File: src/rtl/twmv_pkg.sv
// Shared types and constants for the time window mean/variance block.
// No dependencies; used by twmv_cfg and time_window_mean_variance_top in rtl.
package twmv_pkg;

  localparam int DEPTH_DEF      = 128;
  localparam int TIME_BITS_DEF  = 32;
  localparam int VALUE_BITS_DEF = 24;

  localparam int SPAN_BITS = 32;
  localparam int VAR_BITS  = 48;
  localparam int CNT_BITS  = 8;

  localparam int CFG_ADDR_BITS = 4;
  localparam int CFG_DATA_BITS = 64;

  localparam logic [SPAN_BITS-1:0] SPAN_RESET   = SPAN_BITS'(1000000);
  localparam logic [VAR_BITS-1:0]  MINVAR_RESET = VAR_BITS'(1);

  // register index, taken from paddr[3]
  localparam logic REG_WINDOW_SPAN  = 1'b0;
  localparam logic REG_MIN_VARIANCE = 1'b1;

  typedef struct packed {
    logic [SPAN_BITS-1:0] window_span;
    logic [VAR_BITS-1:0]  min_variance;
  } cfg_t;

endpackage

File: src/rtl/twmv_cfg.sv
// APB-style register file for window span and variance floor.
// Depends on twmv_pkg.
module twmv_cfg (
  input  logic                                clk,
  input  logic                                rst,
  input  logic                                psel,
  input  logic                                penable,
  input  logic                                pwrite,
  input  logic [twmv_pkg::CFG_ADDR_BITS-1:0]  paddr,
  input  logic [twmv_pkg::CFG_DATA_BITS-1:0]  pwdata,
  output logic [twmv_pkg::CFG_DATA_BITS-1:0]  prdata,
  output logic                                pready,
  output twmv_pkg::cfg_t                      cfg
);

  logic wr;

  assign pready = 1'b1;
  assign wr     = psel && penable && pwrite;

  always_ff @(posedge clk) begin
    if (rst) begin
      cfg.window_span  <= twmv_pkg::SPAN_RESET;
      cfg.min_variance <= twmv_pkg::MINVAR_RESET;
    end else if (wr) begin
      unique case (paddr[3])
        twmv_pkg::REG_WINDOW_SPAN:
          cfg.window_span <= pwdata[twmv_pkg::SPAN_BITS-1:0];
        twmv_pkg::REG_MIN_VARIANCE:
          cfg.min_variance <= pwdata[twmv_pkg::VAR_BITS-1:0];
        default: ;
      endcase
    end
  end

  always_comb begin
    unique case (paddr[3])
      twmv_pkg::REG_WINDOW_SPAN:
        prdata = twmv_pkg::CFG_DATA_BITS'(cfg.window_span);
      twmv_pkg::REG_MIN_VARIANCE:
        prdata = twmv_pkg::CFG_DATA_BITS'(cfg.min_variance);
      default:
        prdata = '0;
    endcase
  end

endmodule

File: config.mk
export PLATFORM = sky130hd
export DESIGN_NAME = twmv_cfg
export DESIGN_NICKNAME = d
export VERILOG_FILES = /design/src/rtl/twmv_pkg.sv /design/src/rtl/twmv_cfg.sv
export SDC_FILE = /design/constraint.sdc
export NUM_CORES = 1
export LEC_CHECK = 0
export ABC_AREA = 1
export BUFFER_PORTS_ARGS = -buffer_cell sky130_fd_sc_hd__buf_4
export CORE_ASPECT_RATIO = 1.1
export CORE_UTILIZATION = 41
export CTS_BUF_LIST = sky130_fd_sc_hd__clkbuf_4 sky130_fd_sc_hd__clkbuf_8
export DETAILED_ROUTE_END_ITERATION = 10
export PLACE_DENSITY = 0.84
export REMOVE_ABC_BUFFERS = 1
export SKIP_CTS_REPAIR_TIMING = 1
export SLEW_MARGIN = 15
export SYNTH_ARGS = -nofsm -noshare
export SYNTH_HDL_FRONTEND = slang
export SYNTH_SLANG_ARGS = --single-unit
File: constraint.sdc
create_clock -name clk -period 1.5 [get_ports clk]
set_clock_uncertainty 0.2 [all_clocks]
set_input_delay 0.225 -clock clk [delete_from_list [all_inputs] [get_ports clk]]
set_output_delay 0.225 -clock clk [all_outputs]
set_load 0.02 [all_outputs]
==> impl_metrics.toml <==
[setup_path]
worst_path_largest_cell_delay_ns = 0.37
critical_path.most_common_cell = "nand2_1"
worst-setup-path-type = "flip-flop to output port"
path_delay_family = "flip-flops"
required_ns = 1.07
cp_slowest_cell = "dfxtp_1"
cp.arrival_ns = 1.01
crit_path_end_kind = "output port"
critPathLaunchType = "flip-flop"
cp_cell_sequence = "nand2_1 -> nand2_1 -> buf_4"
path_buf_inv = 1
crit_fanout = 3

[die]
initial_core_util_pct = 42.50
core_sq_mm = 0.009398
die_area_sq_mm = 0.01014
die_w_um = 96.11
die_h_um = 105.5
num_rows = 37
ioPinCount = 218

[power]
irDropWorstVdd_mv = 0.5043
leakagePower_nw = 3.188
power_density_mw_per_mm2 = 873.0

[cts]
cts.clk_slew.worst_paths_ns = 0.08
cts_tree = "yes"
cts.sinks = 80
cts-root-buf = "clkbuf_8"
numCtsBuffers = 9
htreeDepth = 3
cts_buffer_depth = 2
clock_latency_ns = 0.33

[synthesis]
yosysSeqAreaShare_pct = 40.10
yosysMostFrequentCell = "nand2_1"
synth_area_sq_mm = 0.003994
yosysWarnings = 0
netlist.area_leader.share_pct = 40.10
avgSynthCellArea_sq_um = 6.280
ys_seq_elements = 80
ys.flop_type = "dfxtp_1"
synth_area_leaders = "dfxtp_1, nand2_1, nor2_1"
synthArstFlopShare_pct = 0
synth.largest_area_cell = "dfxtp_1"
yosysUniqueCellTypes = 17
syn_inst = 636
ys_top_cells_by_count = "nand2_1, nor2_1, dfxtp_1, nand3_1, inv_1"
synth_edf_count = 0

[finish]
largest_reg_flops = 80
layout-drive-gt1-share_pct = 29.45
regArea_sq_mm = 0.001603
fin_util_pct = 61.70
reg_top3 = "cfg x80"
area_delta_synth_final_pct = 45.18
final_area_sq_mm = 0.005798
stdcell_count = 933
fin_nets = 885
multi_input_comb_area_sq_mm = 0.001853
nFillCells = 890
regMostFlops = "cfg"

[placed_design]
dpl.cell_count = 910
dp_hpwl_mm = 7.455
gp_congestion = 0.7663
post-place-ws_ns = -0.003759
io_buffers = 181
dpl_cell_area_sq_mm = 0.005484

[global_route]
track_usage_pct = 20.13
antenna_found_initial = 0
grt_pass1_wl_mm = 16.21
grt_max_degree = 51
grt.overflow.total = 0
grt_pass1_vias = 3537

[route]
via_per_inst = 4.561
antenna_left = 0
drt_wl_total_mm = 10.55
vias = 4255
drtIter0Drc = 163
drt_first_pass_iters = 5
drcViolationCount = 0
routedWlPerCell_um = 11.31

[status]
outcome = "finished, final reports clean"

[sta]
min_period_ns = 1.435
setup_slack_ns = 0.06534
fin_crit_sh_pct = 95.64
slew_viol_final = 0
rsz0062_at_grt = "false"
finalSetupTns_ns = 0
fmax_mhz = 697.0
setup_viol = 0
hold_viol_final = 0

[flow_run]
maxCapViolations = 0

[min_path]
hold_path_class = "primary input to flip-flop"
metrics by stage:
stage,hold slack [ns],power (mW)
after global routing,0.01410,5.294
after global placement,0.2456,3.251
after floorplan,0.1512,2.782
after detailed placement,0.2526,3.265
final,0.002239,5.062
after CTS,-0.1109,5.106
per-layer routing:
layer,global-route usage (%),vias up,part of all wire [%]
li1,-,2212,-
met1,23.10,1876,41
met2,34.95,145,49
met3,5.123,22,6.8
met4,7.889,0,2.5
met5,0,-,0
cell usage in the layout, fill, tap and decap left out, types with 2 or more instances in the layout:
cell type | netlist | routed
inv_1 | 65 | 65
buf_12 | 0 | 11
buf_4 | 21 | 187
clkbuf_8 | 0 | 9
conb_1 | 2 | 17
nor2_2 | 21 | 21
dlygate4sd3_1 | 0 | 8
bufinv_16 | 0 | 3
nand3_1 | 80 | 80
inv_2 | 2 | 2
nor2_4 | 2 | 2
nor2_1 | 124 | 124
nand2_1 | 201 | 201
dfxtp_1 | 80 | 79
worst min-delay path, stage by stage:
cell     delay [ns]
buf_4          0.08
inv_1          0.03
nand3_1        0.06
nand2_1        0.04
nor2_1         0.07
final cells by class:
type | count | share of cell area (%)
clock inverter | 4 | 1.640
sequential | 80 | 27.64
antenna | 1 | 0.04316
inverter | 67 | 4.338
multi-input combinational | 447 | 31.96
timing repair buffer | 207 | 29.59
tap | 117 | 2.525
clock buffer | 10 | 2.266
final timing paths:
check             start         end  slack, ns  depth (start not counted)
max             cfg[17]  prdata[17]       0.07                          3
min          pwdata[44]     cfg[44]      0.002                          5
max reg2reg      cfg[0]      cfg[0]       0.68                          2
min reg2reg     cfg[57]     cfg[57]       0.29                          2
kinds of logic (layout without fill, tap and decap cells):
kind of cell	count (synthesis)	in the layout	share of synthesized area (%)
AOI/OAI and AO/OA	1	1	0.1252
buffers and inverters	124	288	14.91
DFF	80	80	40.10
other	2	18	0.1880
and+or+nand+nor	429	429	44.67
where the power goes:
| group | switching [mW] | leakage, nW | internal [mW] |
|---|---|---|---|
| clock network | 0.727 | 0.116 | 1.10 |
| registers | 0.0609 | 0.651 | 2.20 |
| logic | 0.551 | 2.42 | 0.420 |
| total | 1.34 | 3.19 | 3.72 |
Power figures use the tool's default switching activity.
