[config.mk]
export PLATFORM = sky130hd
export DESIGN_NAME = twmv_ram
export DESIGN_NICKNAME = d
export VERILOG_FILES = /design/src/rtl/twmv_ram.sv
export SDC_FILE = /design/constraint.sdc
export NUM_CORES = 1
export LEC_CHECK = 0
export BUFFER_PORTS_ARGS = -buffer_cell sky130_fd_sc_hd__buf_4
export CELL_PAD_IN_SITES_DETAIL_PLACEMENT = 1
export CELL_PAD_IN_SITES_GLOBAL_PLACEMENT = 2
export CORE_MARGIN = 2
export CORE_UTILIZATION = 25
export DETAILED_ROUTE_END_ITERATION = 8
export GPL_TIMING_DRIVEN = 0
export PLACE_DENSITY_LB_ADDON = 0.1
export SLEW_MARGIN = 40
export SYNTH_ARGS = -nofsm -noshare
export SYNTH_HDL_FRONTEND = slang
export SYNTH_SLANG_ARGS = --single-unit
[constraint.sdc]
create_clock -name clk -period 1.1 [get_ports clk]
set_input_delay 0.33 -clock clk [delete_from_list [all_inputs] [get_ports clk]]
set_output_delay 0.33 -clock clk [all_outputs]
set_load 0.02 [all_outputs]
[src/rtl/twmv_ram.sv]
// Generic simple dual-port RAM: one write port, one read port, registered read.
// No dependencies.
module twmv_ram #(
  parameter int WIDTH = 8,
  parameter int DEPTH = 2
) (
  input  logic                     clk,
  input  logic                     we,
  input  logic [$clog2(DEPTH)-1:0] waddr,
  input  logic [WIDTH-1:0]         wdata,
  input  logic [$clog2(DEPTH)-1:0] raddr,
  output logic [WIDTH-1:0]         rdata
);

  logic [WIDTH-1:0] mem [DEPTH];

  always_ff @(posedge clk) begin
    if (we) begin
      mem[waddr] <= wdata;
    end
    rdata <= mem[raddr];
  end

endmodule

==> results of run 1 <==
area by class of cell:
type	instances	area share, %
repair buffers	18	15.9
well taps	44	5.29
flip-flops and latches	24	62.6
multi-input cells	10	13.0
plain buffers	1	1.08
clock buffers	3	2.17
where the power goes:
part,internal [mW],switching (mW),leakage (nW)
registers,1.04,0.0210,0.218
logic,0.116,0.0766,0.174
clock network,0.128,0.236,0.0138
Yosys cell counts, drive strengths merged:
cell type  number
edfxtp         16
dfxtp           8
and2            1
buf             1
mux2            8
nor2b           1
routing by layer:
| layer | wire, um | part of all wire, % |
|---|---|---|
| met4 | 11 | 1.1 |
| met1 | 338 | 33 |
| met3 | 94 | 9.1 |
| met5 | 0 | 0 |
| met2 | 594 | 57 |
timing repair:
item | in CTS | in global routing
setup endpoints to repair | 8 | 8
setup buffers | 0 | 0
resized for setup | 16 | 0
gates cloned | 0 | 0
metrics by stage:
step | power (mW) | util (%)
final | 1.62 | 34.3
after CTS | 1.65 | 34.3
after global placement | 1.25 | 32.3
after detailed placement | 1.25 | 32.3
after global routing | 1.69 | 34.3
after floorplan | 1.17 | -
sequential cells by signal, summed over array words and instances, names as in the netlist:
signal and flops:
mem 16, rdata 8
kinds of logic (layout without fill, tap and decap cells):
family	after synthesis	count (layout)	share of synthesized area, %
mux	8	8	15.3
buf+inv	1	22	1.44
simple gates	2	2	1.60
flops	24	24	81.7
worst max-delay path by stage:
stage,from,endpoint,slack [ps],cells past startpoint
5_1_grt,rdata[0]$_DFF_P_,rdata[0],-40,1
3_3_place_gp,waddr,mem[0][4]$_DFFE_PP_,-110,2
4_1_cts,rdata[3]$_DFF_P_,rdata[3],-20,1
2_1_floorplan,we,mem[0][0]$_DFFE_PP_,150,1
6_report,rdata[3]$_DFF_P_,rdata[3],4,1
3_5_place_dp,waddr,mem[0][2]$_DFFE_PP_,-110,2
==> results.txt, run 1 <==
----------------------------------------------------
[Status]
  Status ... finished clean

[Place]
  Post-DP Area ... 977 sq um
  Placed Instances ... 97
  Post-Place Setup Slack ... -114 ps
  Total of buffers placed on input and output ports ... 18
  Final Wtd Congestion ... 0.562

[Critical path]
  Element type at the critical path end ... output port
  Arrival time of data at the critical path endpoint ... 770 ps
  Buffer and inverter count on the worst path ... 1
  Number of cells traversed by the worst register-to-register path ... 1
  Setup slack, reg-to-reg ... 350 ps
  CP max FO ... 1
  Cell breakdown of the critical path ... buf_6
  Worst setup path category ... flop to output port
  Kind of cell adding the most delay to the critical path ... flip-flops
  Worst stage delay on the critical path ... 340 ps
  Worst reg2reg startpoint ... mem[0][7]$_DFFE_PP_
  Data required time of the worst path ... 770 ps
  R2r endpoint ... rdata[7]$_DFF_P_
  Crit path max-delay cell type ... sky130_fd_sc_hd__dfxtp_2
  Crit path launch type ... flop

[Run]
  Count of max-cap constraint violations ... 0

[Clock network]
  Number of levels in the clock H-tree ... 1
  Clock tree root buffer cell ... sky130_fd_sc_hd__clkbuf_4
  Cts bufs inserted ... 3
  TritonCTS clock tree ... done
  Worst-skew pair later-pin latency ... 300 ps
  TritonCTS sink count ... 24
  Number of hold buffers added after CTS ... 0
  Max Root-Sink Buffers ... 2
  Clock-pin slew reported for the worst setup and hold paths after clock tree synthesis ... 120 ps

[Layout]
  Inserted Diodes ... 0
  Post-route cell area ... 0.00104 sq mm
  Multi-input gate area ... 135 sq um
  Final std cells w/o fill ... 100
  Fillcell total ... 309
  Most common library cell in the layout ignoring fill and taps ... sky130_fd_sc_hd__edfxtp_1
  Area added between synthesis and finish ... 32.5%
  Share of final-layout standard cells stronger than drive strength 1 ... 69.6%
  Most used cells in the layout excluding fill and tap cells ... sky130_fd_sc_hd__edfxtp_1, sky130_fd_sc_hd__buf_4, sky130_fd_sc_hd__buf_6
  Sequential standard cell area ... 651 sq um
  Net count reported at finish ... 70

[Min path]
  Hold wc startpoint ... wdata[0]
  Worst Hold Class ... primary input to flop
  Number of cells on the worst hold path ... 1
  Worst Hold End ... mem[1][0]$_DFFE_PP_

[Yosys]
  Flop and latch count out of synthesis ... 24
  Cell area after synthesis ... 785 sq um
  Unique cell type count in the Yosys netlist ... 6
  Average footprint of a synthesized cell ... 22.4 sq um
  Dominant cell type by area after synthesis ... sky130_fd_sc_hd__edfxtp_1
  Net count of the mapped netlist ... 47
  Number of warning messages in the yosys log ... 0
  Post-synth top area share ... 61.2%
  Cells taking the most area after synthesis ... sky130_fd_sc_hd__edfxtp_1, sky130_fd_sc_hd__dfxtp_1, sky130_fd_sc_hd__mux2_4
  Sequential share of the synthesized area ... 81.7%
  Cell count after synthesis ... 35

[Route]
  Number of DRC violations after detailed-routing iteration 0 ... 3
  Avg Vias per Cell ... 3.62
  Final routed wirelength across all metal layers ... 1040 um
  Number of design rule violations left after detail routing ... 0
  Post-detailed-route count of antenna-violating nets ... 0
  First-pass iteration count of the detailed router ... 3
  WL per Instance ... 10.4 um
  Vias after detailed routing ... 362

[Floorplan]
  Core Area ... 0.00303 sq mm
  Area enclosed by the die boundary ... 0.00360 sq mm
  Floorplan die height ... 60.0 um
  Boundary pin count ... 20
  Initial core utilization ... 25.9%
  Number of placement rows ... 20
  Width of the die ... 60.0 um

[GRT]
  Gr busiest metal ... met2
  Met3 track utilization from global routing ... 4.11%
  GRT Resource Usage Total ... 7.13%
  Number of antenna violations at the first check in global routing ... 0
  Global-route met2 utilization ... 12.1%
  Met1 usage ... 7.09%
  Global-route wire length before repair ... 1740 um
  Vias in the first global route ... 393
  Pin count of the biggest net entering global routing ... 13
  Leftover overflow at the end of global routing ... 0

[STA]
  Post-route minimum period ... 1100 ps
  Tightest slew margin relative to the limit ... 70.5%
  Max Clk Rate ... 0.913 GHz
  Final total negative setup slack ... 0 ps
  Final hold violation count ... 0
  Setup Skew ... 0.421 ps
  Period utilisation layout ... 99.6%
  Final worst setup slack ... 4.14 ps
  Final Max Slew Viols ... 0
  RSZ-0062 raised after global routing ... true
  Worst-case hold slack ... 199 ps
  Number of failing setup endpoints in the final timing report ... 0
  Slew of the pin with the lowest slew margin ... 440 ps

[Power]
  Cell leakage power ... 0.406 nW
  Cell area power density ... 1550 mW/mm^2
  Max VDD drop ... 0.717 mV

----------------------------------------------------
Power figures use the tool's default switching activity.
==> run 2: changes to the inputs <==
--- a/config.mk
+++ b/config.mk
@@ -8,7 +8,7 @@
 export BUFFER_PORTS_ARGS = -buffer_cell sky130_fd_sc_hd__buf_4
 export CELL_PAD_IN_SITES_DETAIL_PLACEMENT = 1
 export CELL_PAD_IN_SITES_GLOBAL_PLACEMENT = 2
-export CORE_MARGIN = 2
+export CORE_MARGIN = 3
 export CORE_UTILIZATION = 25
 export DETAILED_ROUTE_END_ITERATION = 8
 export GPL_TIMING_DRIVEN = 0
==> results.txt, run 2 (synthesis gave the netlist of run 1 again) <==
----------------------------------------------------
[Status]
  Status ... finished clean (unchanged)

[Route]
  First-pass iteration count of the detailed router ... 2 (was 3)
  Final routed wirelength across all metal layers ... 1160 um (was 1040 um)
  Vias after detailed routing ... 362 (unchanged)
  WL per Instance ... 11.7 um (was 10.4 um)
  Number of design rule violations left after detail routing ... 0 (unchanged)
  Avg Vias per Cell ... 3.66 (was 3.62)
  Number of DRC violations after detailed-routing iteration 0 ... 1 (was 3)
  Post-detailed-route count of antenna-violating nets ... 0 (unchanged)

[Layout]
  Inserted Diodes ... 0 (unchanged)
  Net count reported at finish ... 70 (unchanged)
  Most common library cell in the layout ignoring fill and taps ... sky130_fd_sc_hd__edfxtp_1 (unchanged)
  Area added between synthesis and finish ... 36.0% (was 32.5%)
  Reg with most FFs ... mem (unchanged)
  Largest regs ... mem: 16 flops, rdata: 8 flops (unchanged)
  Most used cells in the layout excluding fill and tap cells ... sky130_fd_sc_hd__edfxtp_1, sky130_fd_sc_hd__buf_4, sky130_fd_sc_hd__buf_6 (unchanged)
  Post-route cell area ... 0.00107 sq mm (was 0.00104 sq mm)
  Max reg flops ... 16 (unchanged)
  Share of final-layout standard cells stronger than drive strength 1 ... 70.2% (was 69.6%)
  Final std cells w/o fill ... 99 (was 100)

[Power]
  Clock network fraction of design power ... 32.8% (was 22.5%)
  Cell area power density ... 1750 mW/mm^2 (was 1550 mW/mm^2)
  Share of total power consumed by net switching ... 18.5% (was 20.7%)
  Overall power of the completed layout ... 1.87 mW (was 1.62 mW)
  Max VDD drop ... 0.930 mV (was 0.717 mV)
  Fraction of power consumed by combinational cells ... 10.5% (was 11.9%)
  Internal power ... 1.52 mW (was 1.28 mW)
  Sequential cell fraction of total power ... 56.8% (was 65.5%)
  Net switching power ... 0.345 mW (was 0.334 mW)
  Cell leakage power ... 0.420 nW (was 0.406 nW)

[Clock network]
  TritonCTS clock tree ... done (unchanged)
  Worst-skew pair later-pin latency ... 300 ps (about the same)
  Clock tree root buffer cell ... sky130_fd_sc_hd__clkbuf_4 (unchanged)
  Number of hold buffers added after CTS ... 0 (unchanged)
  Post-CTS Setup Bufs ... 0 (unchanged)
  Number of levels in the clock H-tree ... 1 (unchanged)
  TritonCTS sink count ... 24 (unchanged)
  Clock-pin slew reported for the worst setup and hold paths after clock tree synthesis ... 120 ps (about the same)
  Cts bufs inserted ... 3 (unchanged)
  Max Root-Sink Buffers ... 2 (unchanged)

[STA]
  Post-route minimum period ... 1090 ps (was 1100 ps)
  Period utilisation layout ... 99.3% (was 99.6%)
  RSZ-0062 raised after global routing ... true (unchanged)
  Final total negative setup slack ... 0 ps (unchanged)
  Final hold violation count ... 0 (unchanged)
  Setup Skew ... 0.563 ps (was 0.421 ps)
  Tightest slew margin relative to the limit ... 69.3% (was 70.5%)
  Final Max Slew Viols ... 0 (unchanged)
  Number of failing setup endpoints in the final timing report ... 0 (unchanged)
  Max Clk Rate ... 0.915 GHz (was 0.913 GHz)
  Slew of the pin with the lowest slew margin ... 458 ps (was 440 ps)

[GRT]
  Vias in the first global route ... 410 (was 393)
  Leftover overflow at the end of global routing ... 0 (unchanged)
  Global-route wire length before repair ... 1720 um (was 1740 um)
  Number of antenna violations at the first check in global routing ... 0 (unchanged)
  GRT Resource Usage Total ... 6.90% (was 7.13%)
  Pin count of the biggest net entering global routing ... 15 (was 13)

[Critical path]
  Worst reg2reg startpoint ... mem[0][7]$_DFFE_PP_ (unchanged)
  Origin of the worst setup path ... rdata[3]$_DFF_P_ (unchanged)
  Worst stage delay on the critical path ... 340 ps (about the same)
  Cell breakdown of the critical path ... buf_6 (unchanged)
  Buffer and inverter count on the worst path ... 1 (unchanged)
  Crit path launch type ... flop (unchanged)
  Kind of cell adding the most delay to the critical path ... flip-flops (unchanged)
  Crit path max-delay cell type ... sky130_fd_sc_hd__dfxtp_2 (unchanged)
  Element type at the critical path end ... output port (unchanged)
  Worst setup path category ... flop to output port (unchanged)
  CP max FO ... 1 (unchanged)
  Data required time of the worst path ... 770 ps (about the same)
  Arrival time of data at the critical path endpoint ... 760 ps (was 770 ps)

[Floorplan]
  Boundary pin count ... 20 (unchanged)
  Core Area ... 0.00288 sq mm (was 0.00303 sq mm)
  Width of the die ... 62.0 um (was 60.0 um)
  Area enclosed by the die boundary ... 0.00385 sq mm (was 0.00360 sq mm)
  Initial core utilization ... 27.3% (was 25.9%)
  Number of placement rows ... 19 (was 20)
  Floorplan die height ... 62.0 um (was 60.0 um)

[Place]
  Placed Instances ... 95 (was 97)
  Total of buffers placed on input and output ports ... 18 (unchanged)
  Final Wtd Congestion ... 0.573 (was 0.562)
  Post-DP Area ... 975 sq um (was 977 sq um)

[Min path]
  Worst Hold Class ... primary input to flop (unchanged)
  Hold wc startpoint ... wdata[2] (was wdata[0])

[Run]
  Count of max-cap constraint violations ... 0 (unchanged)

----------------------------------------------------
[run 2: cell count changes in the layout (fill, tap and decap cells not counted)]
| cell | delta |
|---|---|
| sky130_fd_sc_hd__bufinv_16 | +1 |
[run 2: repair_timing]
item	in CTS	in global routing
pin swaps	0	0
gates resized for setup	16	0
setup endpoints to repair	8	8
[run 2: per-stage QoR]
step | hold WS [ps] | setup slack, ps | utilization, %
after floorplan | 429 | 147 | -
after global placement | 455 | -60.2 | 33.9
after detailed placement | 462 | -112 | 33.9
after CTS | 179 | -19.7 | 37.1
after global routing | 170 | -41.4 | 37.1
final | 200 | 7.50 | 37.1
[run 2: power by group through the flow]
stage	clock (mW)	sequential (mW)	combinational, mW
after global routing	0.679	1.07	0.210
after CTS	0.647	1.06	0.198
final	0.612	1.06	0.195
after global placement	0	1.07	0.177
after floorplan	0	1.10	0.0627
after detailed placement	0	1.07	0.181
[run 2: layout make-up]
class | instances | area, sq um
Multi-Input combinational cell | 10 | 135
Fill cell | 279 | 1810
Clock buffer | 3 | 22.5
Clock inverter | 1 | 30.0
Sequential cell | 24 | 651
Buffer | 1 | 11.3
Timing Repair Buffer | 18 | 165
Tap cell | 42 | 52.6
[run 2: metal layers]
layer	share of wire (%)	global-route usage, %	vias to the layer above
met5	0	0	-
met4	0	1.82	0
met3	6.1	3.93	0
met2	63	15.2	13
met1	30	4.26	177
li1	-	-	172
[run 2: worst paths after layout]
check	cells past startpoint	endpoint	slack, ps
worst min register to register	1	rdata[1]$_DFF_P_	490
worst min-delay path	1	mem[1][2]$_DFFE_PP_	200
worst max-delay path	1	rdata[3]	7
worst max register to register	1	rdata[7]$_DFF_P_	340
==> run 3: changes to the inputs <==
--- a/config.mk
+++ b/config.mk
@@ -8,8 +8,7 @@
 export BUFFER_PORTS_ARGS = -buffer_cell sky130_fd_sc_hd__buf_4
 export CELL_PAD_IN_SITES_DETAIL_PLACEMENT = 1
 export CELL_PAD_IN_SITES_GLOBAL_PLACEMENT = 2
-export CORE_MARGIN = 3
-export CORE_UTILIZATION = 25
+export CORE_UTILIZATION = 32
 export DETAILED_ROUTE_END_ITERATION = 8
 export GPL_TIMING_DRIVEN = 0
 export PLACE_DENSITY_LB_ADDON = 0.1
@@ -17,3 +16,4 @@
 export SYNTH_ARGS = -nofsm -noshare
 export SYNTH_HDL_FRONTEND = slang
 export SYNTH_SLANG_ARGS = --single-unit
+export TNS_END_PERCENT = 5
==> results.txt, run 3 (synthesis gave the netlist of run 1 again) <==
----------------------------------------------------
[Power]
  Sequential cell fraction of total power ... 65.7% (was 56.8%)
  Max VDD drop ... 0.897 mV (was 0.930 mV)
  Share of total power consumed by net switching ... 20.6% (was 18.5%)
  Cell area power density ... 1580 mW/mm^2 (was 1750 mW/mm^2)
  Cell leakage power ... 0.406 nW (was 0.420 nW)
  Clock network fraction of design power ... 22.2% (was 32.8%)
  Fraction of power consumed by combinational cells ... 12.1% (was 10.5%)
  Net switching power ... 0.334 mW (was 0.345 mW)
  Internal power ... 1.28 mW (was 1.52 mW)

[STA]
  Slew of the pin with the lowest slew margin ... 423 ps (was 458 ps)
  Final Max Slew Viols ... 0 (unchanged)
  Post-route minimum period ... 1090 ps (about the same)
  Tightest slew margin relative to the limit ... 71.7% (was 69.3%)
  Number of failing setup endpoints in the final timing report ... 0 (unchanged)
  RSZ-0062 raised after global routing ... true (unchanged)
  Setup Skew ... 8.28 ps (was 0.563 ps)
  Final hold violation count ... 0 (unchanged)
  Max Clk Rate ... 0.915 GHz (about the same)
  Period utilisation layout ... 99.3% (about the same)

[Layout]
  Fillcell total ... 227 (was 279)
  Most common library cell in the layout ignoring fill and taps ... sky130_fd_sc_hd__edfxtp_1 (unchanged)
  Post-route cell area ... 0.00102 sq mm (was 0.00107 sq mm)
  Largest regs ... mem: 16 flops, rdata: 8 flops (unchanged)
  Net count reported at finish ... 70 (unchanged)
  Max reg flops ... 16 (unchanged)
  Final Core Density ... 45.2% (was 37.1%)
  Reg with most FFs ... mem (unchanged)
  Inserted Diodes ... 0 (unchanged)
  Most used cells in the layout excluding fill and tap cells ... sky130_fd_sc_hd__edfxtp_1, sky130_fd_sc_hd__buf_4, sky130_fd_sc_hd__buf_6 (unchanged)
  Area added between synthesis and finish ... 30.0% (was 36.0%)
  Share of final-layout standard cells stronger than drive strength 1 ... 69.6% (was 70.2%)

[Floorplan]
  Core Area ... 0.00225 sq mm (was 0.00288 sq mm)
  Initial core utilization ... 34.8% (was 27.3%)
  Area enclosed by the die boundary ... 0.00265 sq mm (was 0.00385 sq mm)
  Boundary pin count ... 20 (unchanged)
  Floorplan die height ... 51.5 um (was 62.0 um)
  Number of placement rows ... 17 (was 19)
  Width of the die ... 51.5 um (was 62.0 um)

[Status]
  Status ... finished clean (unchanged)

[GRT]
  Pin count of the biggest net entering global routing ... 13 (was 15)
  Vias in the first global route ... 431 (was 410)
  Number of antenna violations at the first check in global routing ... 0 (unchanged)
  GRT Resource Usage Total ... 9.93% (was 6.90%)
  Leftover overflow at the end of global routing ... 0 (unchanged)
  Global-route wire length before repair ... 1780 um (was 1720 um)

[Critical path]
  Crit path launch type ... flop (unchanged)
  Worst stage delay on the critical path ... 340 ps (about the same)
  Buffer and inverter count on the worst path ... 1 (unchanged)
  Kind of cell adding the most delay to the critical path ... flip-flops (unchanged)
  Arrival time of data at the critical path endpoint ... 760 ps (about the same)
  Cell breakdown of the critical path ... buf_6 (unchanged)
  Data required time of the worst path ... 770 ps (about the same)
  CP max FO ... 1 (unchanged)
  Crit path max-delay cell type ... sky130_fd_sc_hd__dfxtp_2 (unchanged)
  Worst setup path category ... flop to output port (unchanged)
  Element type at the critical path end ... output port (unchanged)

[Route]
  Number of design rule violations left after detail routing ... 0 (unchanged)
  Vias after detailed routing ... 365 (was 362)
  WL per Instance ... 13.9 um (was 11.7 um)
  Avg Vias per Cell ... 4.35 (was 3.66)
  Final routed wirelength across all metal layers ... 1170 um (was 1160 um)
  Number of DRC violations after detailed-routing iteration 0 ... 0 (was 1)
  Post-detailed-route count of antenna-violating nets ... 0 (unchanged)
  First-pass iteration count of the detailed router ... 1 (was 2)

[Min path]
  Worst Hold Class ... primary input to flop (unchanged)

[Place]
  Total of buffers placed on input and output ports ... 18 (unchanged)
  Final Wtd Congestion ... 0.587 (was 0.573)
  Post-DP Area ... 957 sq um (was 975 sq um)

[Run]
  Count of max-cap constraint violations ... 0 (unchanged)

[Clock network]
  Number of levels in the clock H-tree ... 1 (unchanged)
  Worst-skew pair later-pin latency ... 300 ps (about the same)
  Clock tree root buffer cell ... sky130_fd_sc_hd__clkbuf_4 (unchanged)
  Cts bufs inserted ... 3 (unchanged)
  Clock-pin slew reported for the worst setup and hold paths after clock tree synthesis ... 120 ps (about the same)
  Number of hold buffers added after CTS ... 0 (unchanged)
  TritonCTS clock tree ... done (unchanged)
  Max Root-Sink Buffers ... 2 (unchanged)
  TritonCTS sink count ... 24 (unchanged)
  Post-CTS Setup Bufs ... 0 (unchanged)

----------------------------------------------------
run 3: cell types whose count changed in the layout (fill, tap and decap cells not counted), sizes merged:
cell,before,now
bufinv,1,0
run 3: what timing repair did:
action                                  4_1_cts  5_1_grt
endpoints found under the setup margin        8        8
cloned                                        0        0
resized for setup                            13        3
run 3: layout make-up:
class	instances	area (sq um)	area share, %
clock buffers	3	22.5	2.21
repair buffers	18	165	16.2
well taps	28	35.0	3.44
flip-flops and latches	24	651	63.8
multi-input cells	10	135	13.3
plain buffers	1	11.3	1.10
run 3: power by group through the flow:
stage | clock [mW] | combinational, mW | sequential, mW
6_report | 0.359 | 0.195 | 1.06
5_1_grt | 0.403 | 0.205 | 1.07
4_1_cts | 0.376 | 0.198 | 1.06
3_5_place_dp | 0 | 0.181 | 1.07
3_3_place_gp | 0 | 0.175 | 1.07
2_1_floorplan | 0 | 0.0627 | 1.10
run 3: metal layers:
metal	up-vias	track usage [%]	part of all wire, %
li1	173	-	-
met1	176	8.03	32
met2	14	21.2	62
met3	2	2.63	4.3
met4	0	4.05	1.2
met5	-	0	0
run 3: stage by stage:
step / setup slack (ps) / hold WS, ps / total power, mW / setup TNS, ps / instances
after floorplan: 147 / 429 / 1.17 / 0 / 35
after global placement: -54.8 / 455 / 1.24 / -533 / 81
after detailed placement: -88.9 / 461 / 1.26 / -1310 / 81
after CTS: -3.33 / 194 / 1.64 / -3.89 / 84
after global routing: -24.0 / 185 / 1.68 / -129 / 84
final: 7.54 / 201 / 1.62 / 0 / 84
run 3: path summary, 6_finish.rpt:
| kind | startpoint | endpoint | slack [ps] | cells past startpoint |
|---|---|---|---|---|
| hold reg to reg | mem[0][2]$_DFFE_PP_ | rdata[2]$_DFF_P_ | 480 | 1 |
| hold / removal | wdata[3] | mem[0][3]$_DFFE_PP_ | 200 | 1 |
| setup reg to reg | mem[0][3]$_DFFE_PP_ | rdata[3]$_DFF_P_ | 330 | 1 |
| setup / recovery | rdata[4]$_DFF_P_ | rdata[4] | 8 | 1 |
