==> src/rtl/twmv_div.sv <==
// Restoring divider, one quotient bit per cycle, shared by both divisions.
// No dependencies.
module twmv_div #(
  parameter int NW = 16,
  parameter int DW = 8
) (
  input  logic          clk,
  input  logic          rst,
  input  logic          start,
  input  logic [NW-1:0] num,
  input  logic [DW-1:0] den,
  output logic          done,
  output logic [NW-1:0] quo
);

  localparam int CNTW = $clog2(NW + 1);

  logic            busy;
  logic [CNTW-1:0] cnt;
  logic [NW-1:0]   nreg;
  logic [DW-1:0]   dreg;
  logic [DW-1:0]   rem;
  logic [DW:0]     rem_sh;
  logic [DW:0]     rem_sub;
  logic            ge;

  always_comb begin
    rem_sh  = {rem, nreg[NW-1]};
    ge      = rem_sh >= {1'b0, dreg};
    rem_sub = rem_sh - {1'b0, dreg};
  end

  always_ff @(posedge clk) begin
    if (rst) begin
      busy <= 1'b0;
      done <= 1'b0;
    end else begin
      done <= 1'b0;
      if (start) begin
        busy <= 1'b1;
        cnt  <= CNTW'(NW);
        nreg <= num;
        dreg <= den;
        rem  <= '0;
        quo  <= '0;
      end else if (busy) begin
        rem  <= ge ? rem_sub[DW-1:0] : rem_sh[DW-1:0];
        quo  <= {quo[NW-2:0], ge};
        nreg <= {nreg[NW-2:0], 1'b0};
        cnt  <= cnt - CNTW'(1);
        if (cnt == CNTW'(1)) begin
          busy <= 1'b0;
          done <= 1'b1;
        end
      end
    end
  end

endmodule

==> config.mk <==
export PLATFORM = sky130hd
export DESIGN_NAME = twmv_div
export DESIGN_NICKNAME = d
export VERILOG_FILES = /design/src/rtl/twmv_div.sv
export SDC_FILE = /design/constraint.sdc
export NUM_CORES = 1
export LEC_CHECK = 0
export BUFFER_PORTS_ARGS = -buffer_cell sky130_fd_sc_hd__buf_4
export CORE_MARGIN = 3
export CORE_UTILIZATION = 35
export DETAILED_ROUTE_END_ITERATION = 7
export GPL_ROUTABILITY_DRIVEN = 0
export PLACE_DENSITY = 0.57
export SLEW_MARGIN = 20
export SYNTH_ARGS = -nofsm -noshare
export SYNTH_HDL_FRONTEND = slang
export SYNTH_SLANG_ARGS = --single-unit
==> constraint.sdc <==
create_clock -name clk -period 3.57 [get_ports clk]
set_input_delay 0.714 -clock clk [delete_from_list [all_inputs] [get_ports clk]]
set_output_delay 0.714 -clock clk [all_outputs]
set_load 0.03 [all_outputs]
==> impl_results.html, run 1 <==
<table>
<tr><th>Metric</th><th>Value</th></tr>
<tr><th colspan="2">Worst setup path</th></tr>
<tr><td>CP Capture Type</td><td>flip-flop</td></tr>
<tr><td>Critical-path cell with the highest stage delay</td><td>ha_1</td></tr>
<tr><td>Arrival time at the worst endpoint</td><td>2.18 ns</td></tr>
<tr><td>Worst Path Class, Setup</td><td>reg -&gt; reg</td></tr>
<tr><td>CP Launch Type</td><td>flip-flop</td></tr>
<tr><td>Required arrival time at the worst endpoint</td><td>between 3 and 4 ns</td></tr>
<tr><td>Worst Path Buf+Inv</td><td>0</td></tr>
<tr><td>CP max stage delay</td><td>0.44 ns</td></tr>
<tr><td>Cell breakdown of the critical path</td><td>ha_1, and4b_2, a21boi_1, o21a_1, o32ai_2, o311a_1</td></tr>
<tr><td>Cell family contributing the most delay on the critical path</td><td>compound AO/OA/AOI/OAI gates</td></tr>
<tr><td>Maximum fanout along the worst path</td><td>9</td></tr>
<tr><th colspan="2">STA</th></tr>
<tr><td>Unrepaired setup endpoints after global routing</td><td>false</td></tr>
<tr><td>Final Critical Period</td><td>~2.1 ns</td></tr>
<tr><td>Clock Skew</td><td>0.0179 ns</td></tr>
<tr><td>Post-route clock period utilization</td><td>around 60%</td></tr>
<tr><td>Final Hold Viols</td><td>0</td></tr>
<tr><td>Max_slew headroom</td><td>between 40% and 50%</td></tr>
<tr><td>PnR worst setup slack</td><td>roughly 1.4 ns</td></tr>
<tr><td>Sum Neg Setup Slack</td><td>0 ns</td></tr>
<tr><td>Finish-stage setup viols</td><td>0</td></tr>
<tr><td>Max-slew violations</td><td>0</td></tr>
<tr><td>Slew @ Worst Pin</td><td>slightly above 0.8 ns</td></tr>
<tr><td>Maximum clock frequency</td><td>between 0.4 and 0.5 GHz</td></tr>
<tr><th colspan="2">Yosys</th></tr>
<tr><td>Net count after synthesis</td><td>around 240</td></tr>
<tr><td>Synth Flop Type</td><td>edfxtp_1</td></tr>
<tr><td>Number of flops mapped to enable cells by yosys</td><td>between 50 and 60</td></tr>
<tr><td>Main area contributors after synthesis</td><td>edfxtp_1, mux2_2, ha_1, nor2b_1, a21oi_1</td></tr>
<tr><td>Total of warnings raised by yosys</td><td>0</td></tr>
<tr><td>Average footprint of a synthesized cell</td><td>between 10 and 15 um^2</td></tr>
<tr><td>Gate count of the mapped netlist</td><td>~200</td></tr>
<tr><td>Synthesized flop and latch total</td><td>55</td></tr>
<tr><td>Fraction of synthesis flops using an asynchronous set or reset pin</td><td>0%</td></tr>
<tr><td>Share of Yosys cell area claimed by the top area cell type</td><td>between 60% and 70%</td></tr>
<tr><td>Post-synthesis cell type count</td><td>42</td></tr>
<tr><td>Biggest area consumer among synthesized cells</td><td>edfxtp_1</td></tr>
<tr><td>Post-synth design cell area</td><td>0.00265 mm^2</td></tr>
<tr><td>Sequential area share after synthesis</td><td>roughly three fifths</td></tr>
<tr><th colspan="2">Final layout</th></tr>
<tr><td>Nets</td><td>between 200 and 300</td></tr>
<tr><td>Share of cells above drive strength 1</td><td>31.7%</td></tr>
<tr><td>Count of filler cells inserted in the layout</td><td>734</td></tr>
<tr><td>Antenna Cells</td><td>0</td></tr>
<tr><td>Footprint of the multi-input gates</td><td>948 um^2</td></tr>
<tr><td>Final std cell area, no fill</td><td>approximately 0.0032 mm^2</td></tr>
<tr><td>Area used by sequential logic in the layout</td><td>0.00163 mm^2</td></tr>
<tr><td>Synth-to-Final Area Change</td><td>20.4%</td></tr>
<tr><th colspan="2">Clocking</th></tr>
<tr><td>Number of cells upsized or downsized after cts</td><td>0</td></tr>
<tr><td>Bufs on Longest Clock Path</td><td>2</td></tr>
<tr><td>CTS clk-pin slew, worst paths</td><td>0.10 ns</td></tr>
<tr><td>Post-CTS Hold Buffers</td><td>0</td></tr>
<tr><td>Clock tree root driver cell</td><td>clkbuf_8</td></tr>
<tr><td>Clk sink count</td><td>between 50 and 60</td></tr>
<tr><td>CTS buffer count</td><td>5</td></tr>
<tr><td>Setup repair bufs after CTS</td><td>0</td></tr>
<tr><td>Clk_lat worst skew</td><td>0.31 ns</td></tr>
<tr><td>CTS tree</td><td>done</td></tr>
<tr><td>Max H-tree Level</td><td>2</td></tr>
<tr><th colspan="2">Power and ir drop</th></tr>
<tr><td>Part of the total power dissipated in the clock network</td><td>roughly 26%</td></tr>
<tr><td>Switching power</td><td>0.000368 W</td></tr>
<tr><td>Switching Fraction</td><td>a little over a quarter</td></tr>
<tr><td>Internal Dissipation</td><td>approximately 0.0010 W</td></tr>
<tr><td>Total chip power</td><td>roughly 0.0014 W</td></tr>
<tr><td>Worst voltage drop across the vdd grid</td><td>approximately 230 uV</td></tr>
<tr><td>Sequential cell fraction of total power</td><td>between 50% and 60%</td></tr>
<tr><td>Cell leakage power</td><td>~1.2 nW</td></tr>
<tr><td>Logic pwr share</td><td>a little under a fifth</td></tr>
<tr><td>Total power divided by cell area</td><td>between 400 and 500 mW/mm^2</td></tr>
<tr><th colspan="2">Global route</th></tr>
<tr><td>Antenna violations before repair</td><td>0</td></tr>
<tr><td>Maximum number of pins on one net before global-route repair</td><td>46</td></tr>
<tr><td>Vias in the first global route</td><td>between 1.5k and 2k</td></tr>
<tr><td>Overflow left after global routing</td><td>0</td></tr>
<tr><td>First-pass GRT wire length</td><td>between 8 and 9 mm</td></tr>
<tr><td>Overall global routing resource usage</td><td>11.8%</td></tr>
<tr><th colspan="2">Place</th></tr>
<tr><td>Pre-CTS WS</td><td>around 1.2 ns</td></tr>
<tr><td>Area of placed instances</td><td>just over 0.003 mm^2</td></tr>
<tr><td>I/O Buffers</td><td>43</td></tr>
<tr><td>Post-DP HPWL</td><td>approximately 3.4 mm</td></tr>
<tr><th colspan="2">Floorplanning</th></tr>
<tr><td>Die Footprint</td><td>a little under 0.009 mm^2</td></tr>
<tr><td>Core region area</td><td>~0.0073 mm^2</td></tr>
<tr><td>Starting density of the core</td><td>approximately 36%</td></tr>
<tr><td>Num rows</td><td>31</td></tr>
<tr><td>Chip width</td><td>93.0 um</td></tr>
<tr><td>Die height</td><td>93.0 um</td></tr>
<tr><td>Number of top-level pins</td><td>44</td></tr>
<tr><th colspan="2">Routing</th></tr>
<tr><td>DRC marker count from the first detailed-route iteration</td><td>74</td></tr>
<tr><td>Number of nets with antenna violations after detailed routing</td><td>0</td></tr>
<tr><td>DRC violations left</td><td>0</td></tr>
<tr><td>DR vias</td><td>approximately 1.6k</td></tr>
<tr><td>Average via count per standard cell</td><td>around 4.8</td></tr>
<tr><td>Final Routed Wirelength</td><td>approximately 4.8 mm</td></tr>
<tr><td>Routed WL per cell</td><td>14.0 um</td></tr>
<tr><td>First-pass DRT Iterations</td><td>4</td></tr>
<tr><th colspan="2">Run</th></tr>
<tr><td>Count of max-cap constraint violations</td><td>0</td></tr>
<tr><th colspan="2">Min path</th></tr>
<tr><td>Worst Hold Class</td><td>reg -&gt; reg</td></tr>
<tr><th colspan="2">Status</th></tr>
<tr><td>Result of the run</td><td>completed</td></tr>
</table>
[power by group through the flow]
stage | Combinational [W] | Clock [W] | Sequential, W
2_1_floorplan | 0.000171 | 0 | 0.000816
3_3_place_gp | 0.000270 | 0 | 0.000799
3_5_place_dp | 0.000271 | 0 | 0.000798
4_1_cts | 0.000272 | 0.000374 | 0.000784
5_1_grt | 0.000302 | 0.000410 | 0.000789
6_report | 0.000269 | 0.000361 | 0.000783
[state kept, by name, indices dropped and copies added, names as in the netlist]
register and count:
dreg 8, done 1, cnt 5, rem 8, quo 16, busy 1, nreg 16
[layout by cell type, fill, tap and decap left out, types with 3 or more instances in the layout]
cell	n
inv_1	12
o21a_1	3
edfxtp_1	53
nor2b_1	16
o311a_1	3
mux2_2	15
nand3_1	7
clkbuf_8	6
a211oi_1	3
nand2_1	3
xnor2_1	3
nor2_1	12
ha_1	10
buf_4	43
a21oi_1	11
o21ai_0	9
[logic make-up (layout without fill, tap and decap cells)]
family          count (synthesis)  in the layout  synth area share, %
compound gates                 43             43                 11.6
xor+xnor                        4              4                 1.32
fa+ha+maj                      11             11                 5.48
buf+inv                        18             64                 2.84
flops                          55             55                 61.6
mux                            15             15                 6.38
simple gates                   51             51                 10.8
[cell type report]
class | instances | area share, %
Clock buffer | 6 | 2.59
Clock inverter | 2 | 0.432
Inverter | 12 | 1.41
Multi-Input combinational cell | 124 | 29.7
Sequential cell | 55 | 51.2
Tap cell | 99 | 3.89
Timing Repair Buffer | 44 | 10.8
[per-layer routing]
layer  share of wire (%)  track usage (%)  vias up
li1                    -                -      823
met1                  50             17.3      764
met2                  44             17.2       37
met3                 3.9             2.65        6
met4                 1.3             3.66        0
met5                   0                0        -
[synthesized netlist by cell type (all sizes together) (4+ instances only)]
library cell   n
clkbuf         4
a211oi         4
nor2b         16
inv           12
a21oi         11
nor2          13
ha            10
o21ai         10
edfxtp        53
nand3          7
mux2          15
a21o           4
[per-stage QoR]
step | utilization [%] | instances | hold slack [ns]
after global placement | 42.4 | 334 | 0.480
after global routing | 43.7 | 342 | 0.517
after floorplan | - | 197 | 0.460
final | 43.7 | 342 | 0.493
after CTS | 43.7 | 342 | 0.495
after detailed placement | 42.4 | 334 | 0.472
[worst paths after layout]
check	startpoint	end	slack (ns)	depth (start not counted)
setup / recovery	rem[5]$_SDFFCE_PP0P_	rem[7]$_SDFFCE_PP0P_	1.44	6
hold / removal	busy$_SDFF_PP0_	done$_SDFF_PP0_	0.49	1
setup reg to reg	rem[5]$_SDFFCE_PP0P_	rem[7]$_SDFFCE_PP0P_	1.44	6
hold reg to reg	busy$_SDFF_PP0_	done$_SDFF_PP0_	0.49	1
Note: power is estimated with default switching activity, not from simulation.
==> inputs of run 2 (changes only) <==
clock period = 1.7 ns   (was 3.57 ns; I/O delays follow)
==> run 2 against run 1 <==
Net effect: the run now ends with negative setup slack left; worst hold slack worse by 0.29 ns; sequential share of layout area down 6.1 points; non-clock buffer count up 32; flip-flop and latch count unchanged; die area unchanged; wire length up 14%; fmax up 12%; critical path depth down 2; clock power up 95%; critical endpoint is now rem[1]$_SDFFCE_PP0P_; largest power group unchanged; highest routed layer unchanged.
==> impl_results.html, run 2 (same netlist as run 1, synthesis figures left out) <==
<table>
<tr><th>Metric</th><th>Value</th></tr>
<tr><th colspan="2">Power and ir drop</th></tr>
<tr><td>Sequential cell fraction of total power</td><td>52.2% (-3.2 points)</td></tr>
<tr><td>Worst voltage drop across the vdd grid</td><td>476 uV (+110%)</td></tr>
<tr><td>Total power divided by cell area</td><td>872 mW/mm^2 (+97%)</td></tr>
<tr><td>Switching power</td><td>0.000846 W (+130%)</td></tr>
<tr><td>Cell leakage power</td><td>1.42 nW (+15%)</td></tr>
<tr><td>Part of the total power dissipated in the clock network</td><td>22.3% (-3.2 points)</td></tr>
<tr><td>Total chip power</td><td>0.00316 W (+120%)</td></tr>
<tr><td>Internal Dissipation</td><td>0.00231 W (+120%)</td></tr>
<tr><td>Logic pwr share</td><td>25.5% (+6.4 points)</td></tr>
<tr><td>Switching Fraction</td><td>26.8% (+0.77 points)</td></tr>
<tr><th colspan="2">Final layout</th></tr>
<tr><td>Antenna Cells</td><td>0 (unchanged)</td></tr>
<tr><td>Largest registers ranked by flip-flop count</td><td>nreg: 16 flops, quo: 16 flops</td></tr>
<tr><td>Synth-to-Final Area Change</td><td>36.7%</td></tr>
<tr><td>Nets</td><td>314 (+12%)</td></tr>
<tr><td>Most common library cell in the layout ignoring fill and taps</td><td>buf_4</td></tr>
<tr><td>Count of filler cells inserted in the layout</td><td>682 (-7.1%)</td></tr>
<tr><td>Most frequent cells in the layout</td><td>buf_4, edfxtp_1, mux2_2, nor2b_1</td></tr>
<tr><td>Share of cells above drive strength 1</td><td>46.9% (+15 points)</td></tr>
<tr><td>Final std cell area, no fill</td><td>0.00362 mm^2 (+14%)</td></tr>
<tr><th colspan="2">Floorplanning</th></tr>
<tr><td>Chip width</td><td>93.0 um (unchanged)</td></tr>
<tr><td>Die Footprint</td><td>0.00864 mm^2 (unchanged)</td></tr>
<tr><td>Num rows</td><td>31 (unchanged)</td></tr>
<tr><td>Number of top-level pins</td><td>44 (unchanged)</td></tr>
<tr><td>Core region area</td><td>0.00729 mm^2 (unchanged)</td></tr>
<tr><td>Die height</td><td>93.0 um (unchanged)</td></tr>
<tr><td>Starting density of the core</td><td>36.3% (unchanged)</td></tr>
<tr><th colspan="2">Global route</th></tr>
<tr><td>Overall global routing resource usage</td><td>13.1% (+1.4 points)</td></tr>
<tr><td>Overflow left after global routing</td><td>0 (unchanged)</td></tr>
<tr><td>First-pass GRT wire length</td><td>8.83 mm (+9.9%)</td></tr>
<tr><td>Maximum number of pins on one net before global-route repair</td><td>30 (-35%)</td></tr>
<tr><td>Vias in the first global route</td><td>1,839 (+12%)</td></tr>
<tr><td>Antenna violations before repair</td><td>0 (unchanged)</td></tr>
<tr><th colspan="2">Routing</th></tr>
<tr><td>First-pass DRT Iterations</td><td>4 (unchanged)</td></tr>
<tr><td>Routed WL per cell</td><td>14.6 um (+4.0%)</td></tr>
<tr><td>DRC violations left</td><td>0 (unchanged)</td></tr>
<tr><td>DRC marker count from the first detailed-route iteration</td><td>56 (-24%)</td></tr>
<tr><td>Number of nets with antenna violations after detailed routing</td><td>0 (unchanged)</td></tr>
<tr><td>DR vias</td><td>1,789 (+9.8%)</td></tr>
<tr><td>Final Routed Wirelength</td><td>5.47 mm (+14%)</td></tr>
<tr><td>Average via count per standard cell</td><td>4.76 (-0.17%)</td></tr>
<tr><th colspan="2">Clocking</th></tr>
<tr><td>Max H-tree Level</td><td>2 (unchanged)</td></tr>
<tr><td>Clk sink count</td><td>55 (unchanged)</td></tr>
<tr><td>Post-CTS Hold Buffers</td><td>0 (unchanged)</td></tr>
<tr><td>Clk_lat worst skew</td><td>0.31 ns (about the same)</td></tr>
<tr><td>CTS tree</td><td>done</td></tr>
<tr><td>CTS buffer count</td><td>5 (unchanged)</td></tr>
<tr><td>Bufs on Longest Clock Path</td><td>2 (unchanged)</td></tr>
<tr><td>Clock tree root driver cell</td><td>clkbuf_8</td></tr>
<tr><td>CTS clk-pin slew, worst paths</td><td>0.09 ns (about the same)</td></tr>
<tr><th colspan="2">Place</th></tr>
<tr><td>Pre-CTS WS</td><td>-0.326 ns (-1.49 ns)</td></tr>
<tr><td>Area of placed instances</td><td>0.00331 mm^2 (+7.1%)</td></tr>
<tr><td>I/O Buffers</td><td>43 (unchanged)</td></tr>
<tr><td>Post-DP HPWL</td><td>3.68 mm (+9.8%)</td></tr>
<tr><th colspan="2">Worst setup path</th></tr>
<tr><td>Required arrival time at the worst endpoint</td><td>1.77 ns (-1.85 ns)</td></tr>
<tr><td>Cell family contributing the most delay on the critical path</td><td>compound AO/OA/AOI/OAI gates</td></tr>
<tr><td>CP Launch Type</td><td>flip-flop</td></tr>
<tr><td>Worst r2r path cells</td><td>4 (-2)</td></tr>
<tr><td>Worst Path Buf+Inv</td><td>0 (unchanged)</td></tr>
<tr><td>Maximum fanout along the worst path</td><td>6 (-3)</td></tr>
<tr><td>Critical-path cell with the highest stage delay</td><td>edfxtp_1</td></tr>
<tr><td>Number of cells on the critical path</td><td>4 (-2)</td></tr>
<tr><td>Crit path from</td><td>rem[5]$_SDFFCE_PP0P_</td></tr>
<tr><td>Worst Path Class, Setup</td><td>reg -&gt; reg</td></tr>
<tr><td>Arrival time at the worst endpoint</td><td>1.97 ns (-0.21 ns)</td></tr>
<tr><td>Launch point of the worst reg-to-reg path</td><td>rem[5]$_SDFFCE_PP0P_</td></tr>
<tr><td>CP Capture Type</td><td>flip-flop</td></tr>
<tr><td>CP max stage delay</td><td>0.45 ns (about the same)</td></tr>
<tr><td>Cell breakdown of the critical path</td><td>ha_4, a21o_4, a211o_4, o311a_1</td></tr>
<tr><td>Worst reg2reg setup slack</td><td>-0.20 ns (-1.64 ns)</td></tr>
<tr><td>Reg-to-reg endpoint</td><td>rem[1]$_SDFFCE_PP0P_</td></tr>
<tr><td>Worst setup path endpoint</td><td>rem[1]$_SDFFCE_PP0P_</td></tr>
<tr><th colspan="2">Min path</th></tr>
<tr><td>Worst Hold Class</td><td>in -&gt; reg</td></tr>
<tr><td>Cell depth of the worst min-delay path</td><td>1 (unchanged)</td></tr>
<tr><th colspan="2">STA</th></tr>
<tr><td>Finish-stage setup viols</td><td>9 (+9)</td></tr>
<tr><td>Max_slew headroom</td><td>77.8% (+32 points)</td></tr>
<tr><td>Final Critical Period</td><td>1.90 ns (-0.230 ns)</td></tr>
<tr><td>Final Hold Viols</td><td>0 (unchanged)</td></tr>
<tr><td>Sum Neg Setup Slack</td><td>-1.35 ns (-1.35 ns)</td></tr>
<tr><td>Unrepaired setup endpoints after global routing</td><td>true</td></tr>
<tr><td>Clock Skew</td><td>0.0110 ns (-0.00689 ns)</td></tr>
<tr><td>Hold Slack</td><td>0.199 ns (-0.294 ns)</td></tr>
<tr><td>PnR worst setup slack</td><td>-0.204 ns (-1.64 ns)</td></tr>
<tr><td>Slew @ Worst Pin</td><td>0.333 ns (-0.476 ns)</td></tr>
<tr><td>Max-slew violations</td><td>0 (unchanged)</td></tr>
<tr><td>Maximum clock frequency</td><td>0.525 GHz (+12%)</td></tr>
<tr><td>Post-route clock period utilization</td><td>112% (+52 points)</td></tr>
<tr><th colspan="2">Status</th></tr>
<tr><td>Violations in the final reports</td><td>negative setup slack</td></tr>
<tr><td>Result of the run</td><td>finished with violations</td></tr>
<tr><th colspan="2">Run</th></tr>
<tr><td>Count of max-cap constraint violations</td><td>0 (unchanged)</td></tr>
</table>
[run 2: area by class of cell]
type / count / area, um^2 / area share [%]
clock buffers: 6 / 72.6 / 2.00
multi-input cells: 126 / 1120 / 30.9
repair buffers: 76 / 616 / 17.0
well taps: 99 / 124 / 3.42
flip-flops and latches: 55 / 1630 / 45.1
clock inverters: 2 / 12.5 / 0.346
inverters: 12 / 45.0 / 1.24
[run 2: worst min-delay path by stage]
stage,slack [ns],from,endpoint
finish,0.20,den[0],dreg[0]$_DFFE_PP_
global route,0.19,den[3],dreg[3]$_DFFE_PP_
CTS,0.19,den[3],dreg[3]$_DFFE_PP_
detailed placement,0.50,busy$_SDFF_PP0_,done$_SDFF_PP0_
global placement,0.49,busy$_SDFF_PP0_,done$_SDFF_PP0_
floorplan,0.42,rst,done$_SDFF_PP0_
[run 2: power by group through the flow]
| stage | clock network [W] | logic [W] | registers, W |
|---|---|---|---|
| finish | 0.000703 | 0.000805 | 0.00165 |
| CTS | 0.000724 | 0.000749 | 0.00165 |
| detailed placement | 0 | 0.000674 | 0.00167 |
| global route | 0.000769 | 0.000883 | 0.00166 |
| global placement | 0 | 0.000668 | 0.00167 |
| floorplan | 0 | 0.000366 | 0.00171 |
[run 2: metal layers]
| layer | track usage, % | routed length [um] |
|---|---|---|
| met4 | 5.25 | 93 |
| met3 | 3.38 | 250 |
| met5 | 0 | 0 |
| met1 | 16.7 | 2510 |
| met2 | 21.4 | 2620 |
[run 2: per-stage QoR]
stage,utilization [%],cells
floorplan,-,197
global placement,45.4,359
detailed placement,45.4,359
CTS,48.5,373
global route,49.6,376
finish,49.6,376
[run 2: what timing repair did]
item,CTS,global route
setup buffers,4,3
pin swaps,1,14
setup endpoints to repair,9,9
gates resized for setup,18,15
gates cloned,2,0
[run 2: worst register-to-register path: stages (launching register included)]
cell and delay (ns):
edfxtp_1 0.45, ha_4 0.29, a21o_4 0.24, a211o_4 0.35, o311a_1 0.34
==> inputs of run 3 (changes only) <==
CORE_UTILIZATION = 50   (was 35)
PLACE_DENSITY = 0.76   (was 0.57)
==> run 3 against run 2 <==
Net effect: the run still ends with negative setup slack left; clock power rose by 5.1%; die area fell by 28%; via count rose by 3.1%; cell count fell by 9.3%.
==> impl_results.html, run 3 (same netlist as run 1, synthesis figures left out) <==
<table>
<tr><th>Metric</th><th>Value</th></tr>
<tr><th colspan="2">STA</th></tr>
<tr><td>Finish-stage setup viols</td><td>9 (unchanged)</td></tr>
<tr><td>Max-slew violations</td><td>0 (unchanged)</td></tr>
<tr><td>Hold Slack</td><td>0.194 ns (-0.00461 ns)</td></tr>
<tr><td>Unrepaired setup endpoints after global routing</td><td>true</td></tr>
<tr><td>Max_slew headroom</td><td>79.0% (+1.2 points)</td></tr>
<tr><td>PnR worst setup slack</td><td>-0.203 ns (+0.00106 ns)</td></tr>
<tr><td>Post-route clock period utilization</td><td>112% (about the same)</td></tr>
<tr><td>Maximum clock frequency</td><td>0.525 GHz (about the same)</td></tr>
<tr><td>Slew @ Worst Pin</td><td>0.310 ns (-0.0230 ns)</td></tr>
<tr><td>Final Critical Period</td><td>1.90 ns (-0.00106 ns)</td></tr>
<tr><td>Clock Skew</td><td>0.0120 ns (+0.00103 ns)</td></tr>
<tr><td>Final Hold Viols</td><td>0 (unchanged)</td></tr>
<tr><th colspan="2">Routing</th></tr>
<tr><td>DRC marker count from the first detailed-route iteration</td><td>103 (+84%)</td></tr>
<tr><td>DRC violations left</td><td>0 (unchanged)</td></tr>
<tr><td>First-pass DRT Iterations</td><td>4 (unchanged)</td></tr>
<tr><td>Average via count per standard cell</td><td>5.41 (+14%)</td></tr>
<tr><td>Routed WL per cell</td><td>15.9 um (+9.4%)</td></tr>
<tr><td>Final Routed Wirelength</td><td>5.43 mm (-0.75%)</td></tr>
<tr><td>DR vias</td><td>1,845 (+3.1%)</td></tr>
<tr><td>Number of nets with antenna violations after detailed routing</td><td>0 (unchanged)</td></tr>
<tr><th colspan="2">Floorplanning</th></tr>
<tr><td>Core region area</td><td>0.00491 mm^2 (-33%)</td></tr>
<tr><td>Starting density of the core</td><td>53.9% (+18 points)</td></tr>
<tr><td>Die height</td><td>78.8 um (-15%)</td></tr>
<tr><td>Num rows</td><td>25 (-19%)</td></tr>
<tr><td>Number of top-level pins</td><td>44 (unchanged)</td></tr>
<tr><td>Die Footprint</td><td>0.00620 mm^2 (-28%)</td></tr>
<tr><td>Chip width</td><td>78.8 um (-15%)</td></tr>
<tr><th colspan="2">Worst setup path</th></tr>
<tr><td>Maximum fanout along the worst path</td><td>6 (unchanged)</td></tr>
<tr><td>CP Launch Type</td><td>flip-flop</td></tr>
<tr><td>Worst Path Class, Setup</td><td>reg -&gt; reg</td></tr>
<tr><td>Number of cells on the critical path</td><td>4 (unchanged)</td></tr>
<tr><td>Cell family contributing the most delay on the critical path</td><td>compound AO/OA/AOI/OAI gates</td></tr>
<tr><td>Launch point of the worst reg-to-reg path</td><td>rem[5]$_SDFFCE_PP0P_</td></tr>
<tr><td>Crit path from</td><td>rem[5]$_SDFFCE_PP0P_</td></tr>
<tr><td>Critical-path cell with the highest stage delay</td><td>edfxtp_1</td></tr>
<tr><td>Worst Path Buf+Inv</td><td>0 (unchanged)</td></tr>
<tr><td>Arrival time at the worst endpoint</td><td>1.97 ns (about the same)</td></tr>
<tr><td>Reg-to-reg endpoint</td><td>rem[7]$_SDFFCE_PP0P_</td></tr>
<tr><td>Worst setup path endpoint</td><td>rem[7]$_SDFFCE_PP0P_</td></tr>
<tr><td>Worst r2r path cells</td><td>4 (unchanged)</td></tr>
<tr><td>CP Capture Type</td><td>flip-flop</td></tr>
<tr><td>Cell breakdown of the critical path</td><td>ha_4, a21o_4, a211o_4, o311a_1</td></tr>
<tr><td>Worst reg2reg setup slack</td><td>-0.20 ns (about the same)</td></tr>
<tr><td>Required arrival time at the worst endpoint</td><td>1.76 ns (about the same)</td></tr>
<tr><td>CP max stage delay</td><td>0.44 ns (about the same)</td></tr>
<tr><th colspan="2">Power and ir drop</th></tr>
<tr><td>Total power divided by cell area</td><td>891 mW/mm^2 (+2.2%)</td></tr>
<tr><td>Cell leakage power</td><td>1.41 nW (-0.67%)</td></tr>
<tr><td>Total chip power</td><td>0.00324 W (+2.8%)</td></tr>
<tr><td>Worst voltage drop across the vdd grid</td><td>588 uV (+23%)</td></tr>
<tr><th colspan="2">Final layout</th></tr>
<tr><td>Share of cells above drive strength 1</td><td>51.5% (+4.5 points)</td></tr>
<tr><td>Final std cell area, no fill</td><td>0.00364 mm^2 (+0.55%)</td></tr>
<tr><td>Synth-to-Final Area Change</td><td>37.5%</td></tr>
<tr><td>Most frequent cells in the layout</td><td>buf_4, edfxtp_1, mux2_2, nor2b_1, nor2_1</td></tr>
<tr><td>Antenna Cells</td><td>0 (unchanged)</td></tr>
<tr><td>Largest registers ranked by flip-flop count</td><td>nreg: 16 flops, quo: 16 flops</td></tr>
<tr><td>Nets</td><td>311 (-0.96%)</td></tr>
<tr><td>Most common library cell in the layout ignoring fill and taps</td><td>buf_4</td></tr>
<tr><th colspan="2">Global route</th></tr>
<tr><td>Overflow left after global routing</td><td>0 (unchanged)</td></tr>
<tr><td>Antenna violations before repair</td><td>0 (unchanged)</td></tr>
<tr><td>Maximum number of pins on one net before global-route repair</td><td>31 (+3.3%)</td></tr>
<tr><td>First-pass GRT wire length</td><td>8.71 mm (-1.3%)</td></tr>
<tr><td>Vias in the first global route</td><td>1,854 (+0.82%)</td></tr>
<tr><td>Overall global routing resource usage</td><td>18.2% (+5.0 points)</td></tr>
<tr><th colspan="2">Run</th></tr>
<tr><td>Count of max-cap constraint violations</td><td>0 (unchanged)</td></tr>
<tr><th colspan="2">Clocking</th></tr>
<tr><td>CTS clk-pin slew, worst paths</td><td>0.11 ns (+0.02 ns)</td></tr>
<tr><td>Max H-tree Level</td><td>2 (unchanged)</td></tr>
<tr><td>Clk sink count</td><td>55 (unchanged)</td></tr>
<tr><td>Clk_lat worst skew</td><td>0.31 ns (about the same)</td></tr>
<tr><td>CTS buffer count</td><td>5 (unchanged)</td></tr>
<tr><td>CTS tree</td><td>done</td></tr>
<tr><td>Bufs on Longest Clock Path</td><td>2 (unchanged)</td></tr>
<tr><td>Clock tree root driver cell</td><td>clkbuf_8</td></tr>
<tr><th colspan="2">Place</th></tr>
<tr><td>Post-DP HPWL</td><td>3.59 mm (-2.3%)</td></tr>
<tr><td>I/O Buffers</td><td>43 (unchanged)</td></tr>
<tr><td>Pre-CTS WS</td><td>-0.299 ns (+0.0274 ns)</td></tr>
<tr><td>Area of placed instances</td><td>0.00325 mm^2 (-2.0%)</td></tr>
<tr><th colspan="2">Min path</th></tr>
<tr><td>Cell depth of the worst min-delay path</td><td>1 (unchanged)</td></tr>
<tr><td>Worst Hold Class</td><td>in -&gt; reg</td></tr>
<tr><th colspan="2">Status</th></tr>
<tr><td>Result of the run</td><td>finished with violations</td></tr>
<tr><td>Violations in the final reports</td><td>negative setup slack</td></tr>
</table>
[run 3: repair_timing]
item,CTS,global route
pin swaps,5,18
gates resized for setup,13,39
hold buffers,0,0
cloned,2,0
setup buffers,2,3
setup endpoints to repair,9,9
[run 3: area by class of cell]
cell class                 count  area [um^2]
clock inverter                 3         26.3
tap                           67         83.8
fill                         336         1270
sequential                    55         1630
multi-input combinational    126         1220
timing repair buffer          73          564
clock buffer                   5         68.8
inverter                      12         45.0
[run 3: where the power goes]
group / total (W) / internal (W) / switching, W / leakage, nW
logic: 0.000852 / 0.000430 / 0.000422 / 0.834
clock network: 0.000739 / 0.000304 / 0.000435 / 0.0491
registers: 0.00165 / 0.00160 / 0.0000495 / 0.527
[run 3: per-layer routing]
metal | up-vias | GRT usage (%) | part of all wire, %
li1 | 893 | - | -
met1 | 902 | 24.6 | 43
met2 | 41 | 29.1 | 51
met3 | 9 | 4.76 | 5.0
met4 | 0 | 4.90 | 1.4
met5 | - | 0 | 0
[run 3: how the worst min path moves through the flow]
stage                          startpoint                 to  slack [ns]
final                              den[2]  dreg[2]$_DFFE_PP_        0.19
after global routing               den[2]  dreg[2]$_DFFE_PP_        0.18
after CTS                          den[2]  dreg[2]$_DFFE_PP_        0.19
after detailed placement  busy$_SDFF_PP0_    done$_SDFF_PP0_        0.50
after global placement    busy$_SDFF_PP0_    done$_SDFF_PP0_        0.47
after floorplan                       rst    done$_SDFF_PP0_        0.42
[run 3: metrics by stage]
| stage | TNS [ns] | cells | utilization [%] |
|---|---|---|---|
| floorplan | -1.55 | 197 | - |
| global placement | -1.50 | 327 | 66.1 |
| detailed placement | -1.97 | 327 | 66.1 |
| CTS | -1.09 | 339 | 70.0 |
| global route | -1.86 | 341 | 74.1 |
| finish | -1.33 | 341 | 74.1 |
